===== src/rtl/sha1s_pkg.sv =====
// ----------------------------------------------------------------------------
// sha1s_pkg
// Shared types, constants and round helpers for the SHA-1 stream hasher.
// ----------------------------------------------------------------------------
`default_nettype none

package sha1s_pkg;

	// Five chaining words, H0 in element 0
	typedef logic [4:0][31:0] hash_t;

	// One compression job: which buffer bank, how many message bytes it
	// holds, and which padding pieces the core overlays on the read data
	typedef struct packed {
		logic       bank;
		logic [6:0] nbytes;
		logic       pad80;
		logic       put_len;
	} job_t;

	localparam logic [31:0] H_INIT [5] = '{
		32'h67452301, 32'hEFCDAB89, 32'h98BADCFE, 32'h10325476, 32'hC3D2E1F0
	};

	localparam logic [31:0] K_ROUND [4] = '{
		32'h5A827999, 32'h6ED9EBA1, 32'h8F1BBCDC, 32'hCA62C1D6
	};

	localparam logic [7:0] PAD_BYTE     = 8'h80;
	localparam logic [6:0] BLOCK_BYTES  = 7'd64;
	localparam logic [6:0] LEN_OFFSET   = 7'd56;
	localparam logic [6:0] LAST_ROUND   = 7'd79;

	// Round constant by round number
	function automatic logic [31:0] round_k(input logic [6:0] rnd);
		logic [31:0] k;
		if (rnd < 7'd20) begin
			k = K_ROUND[0];
		end else if (rnd < 7'd40) begin
			k = K_ROUND[1];
		end else if (rnd < 7'd60) begin
			k = K_ROUND[2];
		end else begin
			k = K_ROUND[3];
		end
		return k;
	endfunction

	// Boolean function: choose, parity, majority, parity
	function automatic logic [31:0] round_f(input logic [6:0] rnd, input logic [31:0] b,
			input logic [31:0] c, input logic [31:0] d);
		logic [31:0] f;
		if (rnd < 7'd20) begin
			f = (b & c) | (~b & d);
		end else if (rnd < 7'd40 || rnd >= 7'd60) begin
			f = b ^ c ^ d;
		end else begin
			f = (b & c) | (b & d) | (c & d);
		end
		return f;
	endfunction

	// Overlay padding on a buffer word: message bytes below nbytes, 0x80 at
	// nbytes if pad80, bit length in words 14 and 15 if put_len, zero elsewhere
	function automatic logic [31:0] pad_word(input logic [31:0] data, input logic [3:0] j,
			input job_t job, input logic [63:0] len_bits);
		logic [31:0] lw;
		logic [31:0] r;
		logic [6:0]  p;
		lw = j[0] ? len_bits[31:0] : len_bits[63:32];
		r  = '0;
		for (int k = 0; k < 4; k++) begin
			p = {1'b0, j, 2'(k)};
			if (p < job.nbytes) begin
				r[31-8*k -: 8] = data[31-8*k -: 8];
			end else if (job.pad80 && p == job.nbytes) begin
				r[31-8*k -: 8] = PAD_BYTE;
			end else if (job.put_len && p >= LEN_OFFSET) begin
				r[31-8*k -: 8] = lw[31-8*k -: 8];
			end else begin
				r[31-8*k -: 8] = 8'h00;
			end
		end
		return r;
	endfunction

endpackage

`default_nettype wire


===== src/rtl/sha1s_buffer.sv =====
// ----------------------------------------------------------------------------
// sha1s_buffer
// Two-bank block buffer, 32 words of 32 bits, big-endian byte lanes.
// Byte writes on one port, registered word reads on the other.
// ----------------------------------------------------------------------------
`default_nettype none

module sha1s_buffer (
	input  wire logic        clk,
	input  wire logic        wr_en,
	input  wire logic [4:0]  wr_addr,
	input  wire logic [1:0]  wr_lane,
	input  wire logic [7:0]  wr_byte,
	input  wire logic        rd_en,
	input  wire logic [4:0]  rd_addr,
	output logic      [31:0] rd_data
);

	logic [3:0][7:0] mem [32];

	// Byte write: lane 0 is the most significant byte of the word
	always_ff @(posedge clk) begin
		if (wr_en) begin
			mem[wr_addr][2'd3 - wr_lane] <= wr_byte;
		end
	end

	// Registered read
	always_ff @(posedge clk) begin
		if (rd_en) begin
			rd_data <= mem[rd_addr];
		end
	end

endmodule

`default_nettype wire


===== src/rtl/sha1s_core.sv =====
// ----------------------------------------------------------------------------
// sha1s_core
// SHA-1 compression engine: one round per cycle, schedule in a 16-word
// shift line, first 16 words read from the block buffer with padding overlay.
// ----------------------------------------------------------------------------
`default_nettype none

module sha1s_core (
	input  wire logic              clk,
	input  wire logic              arst_n,
	input  wire logic              start,
	input  wire sha1s_pkg::job_t   job,
	input  wire logic [63:0]       len_bits,
	input  wire logic              init,
	output logic                   busy,
	output logic                   rd_en,
	output logic [4:0]             rd_addr,
	input  wire logic [31:0]       rd_data,
	output sha1s_pkg::hash_t       hash
);

	typedef enum logic [1:0] {
		C_IDLE,
		C_PRIME,
		C_ROUND,
		C_ADD
	} cstate_t;

	cstate_t             st_q;
	logic [6:0]          rnd_q;
	sha1s_pkg::job_t     job_q;
	sha1s_pkg::hash_t    h_q;
	logic [31:0]         a_q, b_q, c_q, d_q, e_q;
	logic [15:0][31:0]   w_q;

	logic [31:0] w_sched;
	logic [31:0] w_cur;
	logic [31:0] nv;

	assign busy = (st_q != C_IDLE);
	assign hash = h_q;

	// Buffer read: word 0 while priming, word r+1 during rounds 0 to 14
	always_comb begin
		rd_en   = 1'b0;
		rd_addr = {job_q.bank, 4'd0};
		case (st_q)
			C_PRIME: begin
				rd_en = 1'b1;
			end
			C_ROUND: begin
				rd_en   = (rnd_q < 7'd15);
				rd_addr = {job_q.bank, rnd_q[3:0] + 4'd1};
			end
			default: begin
				rd_en = 1'b0;
			end
		endcase
	end

	// Schedule word: taps r-3, r-8, r-14, r-16 of the shift line
	assign w_sched = w_q[13] ^ w_q[8] ^ w_q[2] ^ w_q[0];
	assign w_cur   = (rnd_q < 7'd16)
		? sha1s_pkg::pad_word(rd_data, rnd_q[3:0], job_q, len_bits)
		: {w_sched[30:0], w_sched[31]};

	// Round sum
	assign nv = {a_q[26:0], a_q[31:27]} + sha1s_pkg::round_f(rnd_q, b_q, c_q, d_q)
		+ e_q + sha1s_pkg::round_k(rnd_q) + w_cur;

	// Sequencer, working variables and chaining words
	always_ff @(posedge clk or negedge arst_n) begin
		if (!arst_n) begin
			st_q  <= C_IDLE;
			rnd_q <= '0;
			job_q <= '0;
			for (int i = 0; i < 5; i++) begin
				h_q[i] <= sha1s_pkg::H_INIT[i];
			end
		end else begin
			case (st_q)
				C_IDLE: begin
					if (init) begin
						for (int i = 0; i < 5; i++) begin
							h_q[i] <= sha1s_pkg::H_INIT[i];
						end
					end else if (start) begin
						job_q <= job;
						a_q   <= h_q[0];
						b_q   <= h_q[1];
						c_q   <= h_q[2];
						d_q   <= h_q[3];
						e_q   <= h_q[4];
						st_q  <= C_PRIME;
					end
				end
				C_PRIME: begin
					rnd_q <= '0;
					st_q  <= C_ROUND;
				end
				C_ROUND: begin
					w_q <= {w_cur, w_q[15:1]};
					a_q <= nv;
					b_q <= a_q;
					c_q <= {b_q[1:0], b_q[31:2]};
					d_q <= c_q;
					e_q <= d_q;
					if (rnd_q == sha1s_pkg::LAST_ROUND) begin
						st_q <= C_ADD;
					end else begin
						rnd_q <= rnd_q + 7'd1;
					end
				end
				C_ADD: begin
					h_q[0] <= h_q[0] + a_q;
					h_q[1] <= h_q[1] + b_q;
					h_q[2] <= h_q[2] + c_q;
					h_q[3] <= h_q[3] + d_q;
					h_q[4] <= h_q[4] + e_q;
					st_q   <= C_IDLE;
				end
				default: begin
					st_q <= C_IDLE;
				end
			endcase
		end
	end

endmodule

`default_nettype wire


===== src/rtl/sha1_stream_hasher.sv =====
// ----------------------------------------------------------------------------
// sha1_stream_hasher
// Byte-serial SHA-1: one byte per beat, 64-byte blocks in a two-bank buffer.
// Bytes are taken one per cycle while in_ready is high; a block compresses (read prime,
// 80 rounds, chaining add) while the next block fills the other bank.
// A byte that completes a block stalls while the previous block still runs.
// End of message: one or two padded compressions, then five
// digest beats. Asynchronous reset loads the SHA-1 initial chaining words.
// ----------------------------------------------------------------------------
`default_nettype none

module sha1_stream_hasher (
	input  wire logic        clk,
	input  wire logic        arst_n,
	input  wire logic        in_valid,
	output logic             in_ready,
	input  wire logic [7:0]  data_byte,
	input  wire logic        byte_valid,
	input  wire logic        end_of_message,
	output logic             out_valid,
	input  wire logic        out_ready,
	output logic [31:0]      digest_word,
	output logic [2:0]       word_index,
	output logic             last_word
);

	typedef enum logic [2:0] {
		S_RUN,
		S_FIN,
		S_FIN2,
		S_WAIT,
		S_OUT
	} state_t;

	state_t            st_q;
	logic [5:0]        fill_q;
	logic              bank_q;
	logic [60:0]       len_q;

	logic              in_acc;
	logic              out_acc;
	logic              blk_done;
	logic              start;
	logic              init;
	sha1s_pkg::job_t   job;
	logic              core_busy;
	logic              rd_en;
	logic [4:0]        rd_addr;
	logic [31:0]       rd_data;
	sha1s_pkg::hash_t  hash;

	assign blk_done = byte_valid && (fill_q == 6'd63);
	assign in_ready = (st_q == S_RUN) && !(core_busy && blk_done);
	assign in_acc   = in_valid && in_ready;
	assign out_acc  = out_valid && out_ready;
	assign init     = out_acc && last_word;

	// Compression launch and job description
	always_comb begin
		start = 1'b0;
		job   = '{bank: bank_q, nbytes: sha1s_pkg::BLOCK_BYTES, pad80: 1'b0, put_len: 1'b0};
		case (st_q)
			S_RUN: begin
				start = in_acc && blk_done;
			end
			S_FIN: begin
				start = !core_busy;
				job   = '{bank: bank_q, nbytes: {1'b0, fill_q}, pad80: 1'b1,
					put_len: ({1'b0, fill_q} < sha1s_pkg::LEN_OFFSET)};
			end
			S_FIN2: begin
				start = !core_busy;
				job   = '{bank: bank_q, nbytes: 7'd0, pad80: 1'b0, put_len: 1'b1};
			end
			default: begin
				start = 1'b0;
			end
		endcase
	end

	// Control and digest output register
	always_ff @(posedge clk or negedge arst_n) begin
		if (!arst_n) begin
			st_q        <= S_RUN;
			fill_q      <= '0;
			bank_q      <= 1'b0;
			len_q       <= '0;
			out_valid   <= 1'b0;
			digest_word <= '0;
			word_index  <= '0;
			last_word   <= 1'b0;
		end else begin
			case (st_q)
				S_RUN: begin
					if (in_acc) begin
						if (byte_valid) begin
							len_q  <= len_q + 61'd1;
							fill_q <= fill_q + 6'd1;
							if (blk_done) begin
								bank_q <= !bank_q;
							end
						end
						if (end_of_message) begin
							st_q <= S_FIN;
						end
					end
				end
				S_FIN: begin
					if (!core_busy) begin
						st_q <= ({1'b0, fill_q} < sha1s_pkg::LEN_OFFSET) ? S_WAIT : S_FIN2;
					end
				end
				S_FIN2: begin
					if (!core_busy) begin
						st_q <= S_WAIT;
					end
				end
				S_WAIT: begin
					if (!core_busy) begin
						st_q        <= S_OUT;
						out_valid   <= 1'b1;
						digest_word <= hash[0];
						word_index  <= 3'd0;
						last_word   <= 1'b0;
					end
				end
				S_OUT: begin
					if (out_ready) begin
						if (last_word) begin
							out_valid <= 1'b0;
							st_q      <= S_RUN;
							fill_q    <= '0;
							len_q     <= '0;
						end else begin
							digest_word <= hash[word_index + 3'd1];
							word_index  <= word_index + 3'd1;
							last_word   <= (word_index == 3'd3);
						end
					end
				end
				default: begin
					st_q <= S_RUN;
				end
			endcase
		end
	end

	sha1s_buffer u_buf (
		.clk     (clk),
		.wr_en   (in_acc && byte_valid),
		.wr_addr ({bank_q, fill_q[5:2]}),
		.wr_lane (fill_q[1:0]),
		.wr_byte (data_byte),
		.rd_en   (rd_en),
		.rd_addr (rd_addr),
		.rd_data (rd_data)
	);

	sha1s_core u_core (
		.clk      (clk),
		.arst_n   (arst_n),
		.start    (start),
		.job      (job),
		.len_bits ({len_q, 3'b000}),
		.init     (init),
		.busy     (core_busy),
		.rd_en    (rd_en),
		.rd_addr  (rd_addr),
		.rd_data  (rd_data),
		.hash     (hash)
	);

endmodule

`default_nettype wire


===== config.mk =====
export PLATFORM = sky130hd
export DESIGN_NAME = sha1_stream_hasher
export DESIGN_NICKNAME = d
export VERILOG_FILES = /design/src/rtl/sha1s_pkg.sv /design/src/rtl/sha1s_buffer.sv /design/src/rtl/sha1s_core.sv /design/src/rtl/sha1_stream_hasher.sv
export SDC_FILE = /design/constraint.sdc
export NUM_CORES = 2
export LEC_CHECK = 0
export BUFFER_PORTS_ARGS = -buffer_cell sky130_fd_sc_hd__buf_4
export CORE_ASPECT_RATIO = 0.5
export CORE_MARGIN = 2
export CORE_UTILIZATION = 45
export DETAILED_ROUTE_END_ITERATION = 8
export PLACE_DENSITY_LB_ADDON = 0.12
export SYNTH_ARGS = -nofsm -noshare
export SYNTH_HDL_FRONTEND = slang
export SYNTH_SLANG_ARGS = --single-unit

===== constraint.sdc =====
create_clock -name clk -period 13.1 [get_ports clk]
set_input_delay 2.62 -clock clk [delete_from_list [all_inputs] [get_ports clk]]
set_output_delay 2.62 -clock clk [all_outputs]
set_load 0.01 [all_outputs]

# Yosys cells after proc, flatten, opt, wreduce, memory -nomap -nowiden
# Memories as Yosys holds them, arrays and structs flattened. A register that Yosys moved wholly into a read port is not among the register bits.
# Index checks and enable logic that the tools add are counted.
[word_totals]
reg_bits = 959
mem_bits_rw = 1024
elab_cells = 245
mem_count = 1
[op_classes]
add_sub_neg = 15
magnitude_cmp = 18
eq_ne = 28
mux = 87
n_bitwise = 14
reduce_logical = 42
[mem_list]
columns = ["name", "words", "width", "read_ports", "rd_clocked_by_memory_dff", "write_ports", "line", "text"]
rows = [
  ["u_buf.mem", 32, 32, 1, 1, 1, "sha1s_buffer.sv:19", "logic [3:0][7:0] mem [32];"],
]
[ops]
columns = ["cell", "n"]
rows = [
  ["$mux 32", 21],
  ["$pmux 32 s2", 6],
  ["$pmux 160 s2", 1],
  ["$add 32x32->32", 9],
  ["$mux 61", 4],
  ["$mux 160", 1],
  ["$xor 32x32->32", 5],
  ["$and 32x32->32", 4],
  ["$pmux 61 s2", 1],
  ["$mux 8", 13],
  ["$bmux 32 s3", 1],
  ["$or 32x32->32", 3],
  ["$add 61x1->61 const B", 1],
  ["$not 32->32", 1],
  ["$mux 31", 1],
  ["$mux 3", 10],
  ["$eq 6x7->1", 4],
  ["$lt 6x7->1", 4],
  ["$ne 2x2->1 const B", 13],
  ["$ge 6x6->1 const B", 4],
  ["$mux 6", 4],
  ["$pmux 9 s2", 1],
  ["$logic_and 1x1->1", 17],
  ["$demux 8 s2", 1],
  ["other kinds (43)", 74],
]

# Longest topological paths before layout
[logic_depth]
ltp_word = 11
mapped_depth = 28
depth_no_buf = 26

# Hierarchy
# From an unflattened synthesis, not the netlist that was laid out.
[hier_totals]
cells_unflattened = 6539
area_unflattened_um2 = 91884.4
[modules_own_cells]
columns = ["module", "n_inst", "cells_per_inst", "area_per_inst_um2", "seq_area_each_um2"]
rows = [
  ["sha1s_core", 1, 3435, 43855.8, 24758.7],
  ["sha1s_buffer", 1, 2407, 41369.7, 31710.4],
  ["sha1_stream_hasher", 1, 697, 6658.9, 2702.6],
]

# Worst setup path before layout
# No wires, ideal clock.
[synth_timing]
path_kind = "input to register"
start = "input arst_n"
end = "register u_core.w_q[0] in the netlist's numbering (enable)"
setup_time_ns = 0.941
t_arrival_ns = 14.030
required_time_ns = 12.159
path_slack_ns = -1.870
path_stages = 1
path_buffers = 0
cell_sequence = "and2_1"
[synth_via]
elab_chain_cells = 1
[synth_lines]
columns = ["element", "line", "text"]
rows = [
  ["start: declaration", "sha1_stream_hasher.sv:14", "input wire logic arst_n,"],
  ["$reduce_and 2->1 (no source line)", "--", ""],
  ["end signal: assignment", "sha1s_core.sv:102", "w_q <= {w_cur, w_q[15:1]};"],
  ["end: declaration", "sha1s_core.sv:34", "logic [15:0][31:0] w_q;"],
]
# Every way passes these cells.
# A chain may end at the register's enable or synchronous reset.

# Worst setup path in the final report
[layout_timing]
start = "register u_core.rnd_q[0]"
end = "register u_core.a_q[28] (data pin)"
[layout_lines]
columns = ["element", "line", "text"]
rows = [
  ["start: declaration", "sha1s_core.sv:30", "logic [6:0] rnd_q;"],
  ["start signal: assignment", "sha1s_core.sv:111", "rnd_q <= rnd_q + 7'd1;"],
  ["$ge 6x6->1", "sha1s_pkg.sv:78", "end else if (job.put_len && p >= LEN_OFFSET) begin"],
  ["$logic_and 1x1->1", "sha1s_pkg.sv:78", ""],
  ["$mux 8", "sha1s_pkg.sv:78", ""],
  ["$mux 8", "sha1s_pkg.sv:76", "end else if (job.pad80 && p == job.nbytes) begin"],
  ["$mux 8", "sha1s_pkg.sv:74", "if (p < job.nbytes) begin"],
  ["$mux 32 (*)", "sha1s_core.sv:64", "? sha1s_pkg::pad_word(rd_data, rnd_q[3:0], job_q, len_bits)"],
  ["named net u_core.w_cur[9]", "sha1s_core.sv:37", "logic [31:0] w_cur;"],
  ["$add 32x32->32 (*)", "sha1s_core.sv:69", "+ e_q + sha1s_pkg::round_k(rnd_q) + w_cur;"],
  ["$pmux 32 s2 (*)", "sha1s_core.sv:81", "case (st_q)"],
  ["end signal: assignment", "sha1s_core.sv:89", "a_q <= h_q[0];"],
  ["end signal: assignment", "sha1s_core.sv:103", "a_q <= nv;"],
  ["end: declaration", "sha1s_core.sv:33", "logic [31:0] a_q, b_q, c_q, d_q, e_q;"],
]
# Mark *: on every way through the listed nets, which the timed path passes. The rest lies on a longest branch.

==> run metrics <==
Period Utilization, post-route 0.587; Setup CP Type flip-flop to flip-flop; Synth Instances 6138; Final Max Slew Viols 0; Core Region 200000 sq um; DIE AREA 205000 sq um; Post-synth EDFFs 1728; RSZ-0062 raised after global routing false; highest clock rate 0.130 GHz; final WL 250000 um; Area Growth Syn to Fin 10.1%; worst-skew pair later-pin latency 0.85 ns; drt pass-1 iters 8; crit path to u_core.a_q[28]$_DFFE_PP_; power per cell area 298 nW/um^2; max_cap viols 0; CTS tree yes; Net Count, Synth 6513; GRT overflow 0; hold path cells 0; routed len/inst 27.9 um; # rows 116; Final TNS setup 0 ns; final net count 6535; final core occ 0.499; first-pass GRT wire length 366000 um; worst path arrival time 8.26 ns; Die H 322 um; Setup violations, final 0; hold_buf cts 0; Worst EP required 13.66 ns; Final Wtd Congestion 0.920; Worst R2R Setup Slack 5.41 ns; crit path launch u_core.rnd_q[0]$_DFFE_PN0P_; Hold Path Class flip-flop to flip-flop; Worst slew margin 0.112; Starting Density 0.453; total global routing track utilization 0.242; Avg Vias per Cell 6.02; minimum hold slack 0.384 ns; r2r worst-path depth 24; placed inst area 94100 sq um; total power 29.8 mW; maximum clock path buffer count 4; I/O pin total 52; Chip Width 639 um; hold_sp u_core.w_q[222]$_DFFE_PP_; Seq/Total Area, Yosys 0.652; Post-CTS Repair Setup Buffers 0; CP Capture Type flip-flop; number of global-route vias before repair 52.7k; CP startpoint kind flip-flop; ys flop type edfxtp_1; antenna violations before repair 5; Port Buffers 51; H-tree Lvls 4; placed wire-length estimate 165000 um; endpoints failing hold 0; worst-margin pin slew 1.33 ns; Vias 53.9k; fin area 99900 sq um; maximum number of pins on one net before global-route repair 209; remaining antenna violation count 0; 1st-iter DRT viols 6274; Root Buffer clkbuf_16; min Tclk post-route 7.69 ns; share of cells above drive strength 1 0.146; Worst Clk Skew 0.0642 ns; Synth Warn # 0; ys async rst share 0.142; Synth Register Bits 2015; R2R Path Start u_core.rnd_q[0]$_DFFE_PN0P_; P_leak 34.7 nW; syn_area_per_cell 14.8 sq um; CTS clock-pin slew for the worst setup and hold paths 0.07 ns; status completed; post-CTS resize count 0; library cells used by synthesis 86; Inserted Clock Buffers 189; Post-Syn Area 90700 sq um; crit path max fanout 34; number of clock sinks 2015; peak supply drop 0.364 mV; FF-to-FF End u_core.a_q[28]$_DFFE_PP_; drt drc 0
[metrics by stage]
stage / worst slack [ns] / instances
finish: 5.41 / 8953
global route: 4.92 / 8952
CTS: 5.47 / 8952
detailed placement: 5.53 / 8624
global placement: 5.75 / 8624
floorplan: 3.76 / 6138
[logic make-up after synthesis]
family / after synthesis / share of synthesized area
compound gates: 1288 / 0.0933
xor+xnor: 295 / 0.0285
fa+ha+maj: 361 / 0.0600
buf+inv: 531 / 0.0221
mux: 464 / 0.0846
simple gates: 1184 / 0.0593
flops: 2015 / 0.652
[cells in the final DEF (no fill, tap or decap), types with 75 or more instances in the layout]
master / n
o21ai_0: 343
inv_1: 245
clkbuf_16: 193
nand3_1: 80
buf_4: 111
a21oi_1: 231
a21o_1: 75
edfxtp_1: 1728
o22ai_1: 140
o221ai_1: 132
xnor2_1: 177
nand2_1: 315
nor2_1: 468
xor2_1: 118
dfstp_2: 80
mux2_2: 184
dfrtp_1: 205
fa_1: 124
ha_1: 235
mux4_2: 224
[worst max-delay path, stage by stage, from the launching register on]
cell      delay (ns)
dfrtp_4         0.83
ha_1            0.37
nor2b_1         0.17
nor2_1          0.09
nor2_1          0.07
nor3_1          0.75
a211o_1         0.33
nor2_1          0.09
a211oi_1        0.27
a21oi_1         0.14
fa_1            0.54
fa_1            0.49
inv_1           0.05
fa_1            0.48
inv_1           0.04
ha_1            0.34
a21oi_1         0.11
nand2_1         0.07
nor2_1          0.08
o311a_1         0.42
o41a_1          0.54
o311ai_1        0.55
a21oi_1         0.19
xnor2_1         0.15
mux2_2          0.26
[cells in the mapped netlist, types with 32 or more instances]
| master | n | share of area |
|---|---|---|
| edfxtp_1 | 1728 | 0.57 |
| nor2_1 | 471 | 0.019 |
| o21ai_0 | 344 | 0.019 |
| nand2_1 | 320 | 0.013 |
| inv_1 | 245 | 0.010 |
| ha_1 | 237 | 0.033 |
| a21oi_1 | 231 | 0.013 |
| mux4_2 | 224 | 0.056 |
| clkbuf_1 | 223 | 0.0092 |
| dfrtp_1 | 207 | 0.057 |
| mux2_2 | 185 | 0.023 |
| xnor2_1 | 177 | 0.017 |
| o22ai_1 | 140 | 0.0097 |
| o221ai_1 | 132 | 0.013 |
| fa_1 | 124 | 0.027 |
| xor2_1 | 118 | 0.011 |
| dfstp_2 | 80 | 0.023 |
| nand3_1 | 80 | 0.0044 |
| a21o_1 | 75 | 0.0062 |
| buf_1 | 55 | 0.0023 |
| mux2i_1 | 55 | 0.0061 |
| nor2b_1 | 55 | 0.0038 |
| nor3_1 | 53 | 0.0029 |
| o31ai_1 | 49 | 0.0041 |
| o21a_1 | 40 | 0.0033 |
| or3_1 | 38 | 0.0026 |
| a221oi_1 | 37 | 0.0036 |
| a211oi_1 | 32 | 0.0026 |
[final cells by class]
class	count	area, sq um
diodes	1	2.50
clock buffers	235	5020
clock inverters	93	857
fillers	16700	100000
inverters	245	920
multi-input cells	3592	29700
flip-flops and latches	2015	59200
well taps	2655	3320
repair buffers	117	948
[how the worst min path moves through the flow]
stage / slack, ns / end
finish: 0.38 / u_core.w_q[190]$_DFFE_PP_
global route: 0.39 / u_core.w_q[190]$_DFFE_PP_
CTS: 0.39 / u_core.w_q[190]$_DFFE_PP_
detailed placement: 0.40 / u_core.w_q[110]$_DFFE_PP_
global placement: 0.40 / u_core.w_q[184]$_DFFE_PP_
floorplan: 0.40 / u_core.w_q[0]$_DFFE_PP_
[layer usage]
layer / share of wire / up-vias / GRT usage / wire, um
met5: 0 / - / 0 / 0
met4: 0.021 / 0 / 0.0531 / 5140
met3: 0.074 / 312 / 0.0394 / 18400
met2: 0.44 / 1946 / 0.361 / 110000
met1: 0.46 / 28000 / 0.372 / 116000
li1: - / 23600 / - / -
[sequential cells by signal, indices dropped and copies added (netlist names)]
register / flops
u_buf.mem: 1024
u_core.w_q: 512
u_core.hash: 160
len_q: 61
digest_word: 32
u_buf.rd_data: 32
u_core.a_q: 32
u_core.b_q: 32
u_core.c_q: 32
u_core.d_q: 32
u_core.e_q: 32
u_core.job_q: 10
u_core.rnd_q: 7
fill_q: 6
st_q: 3
word_index: 3
u_core.st_q: 2
bank_q: 1
last_word: 1
out_valid: 1
[where the power goes]
group	switching [mW]	total [mW]	internal, mW
clock	2.41	5.43	3.02
combinational	8.67	14.7	6.01
sequential	1.20	9.71	8.51
total	12.3	29.8	17.5
(Power assumes the default switching activity.)
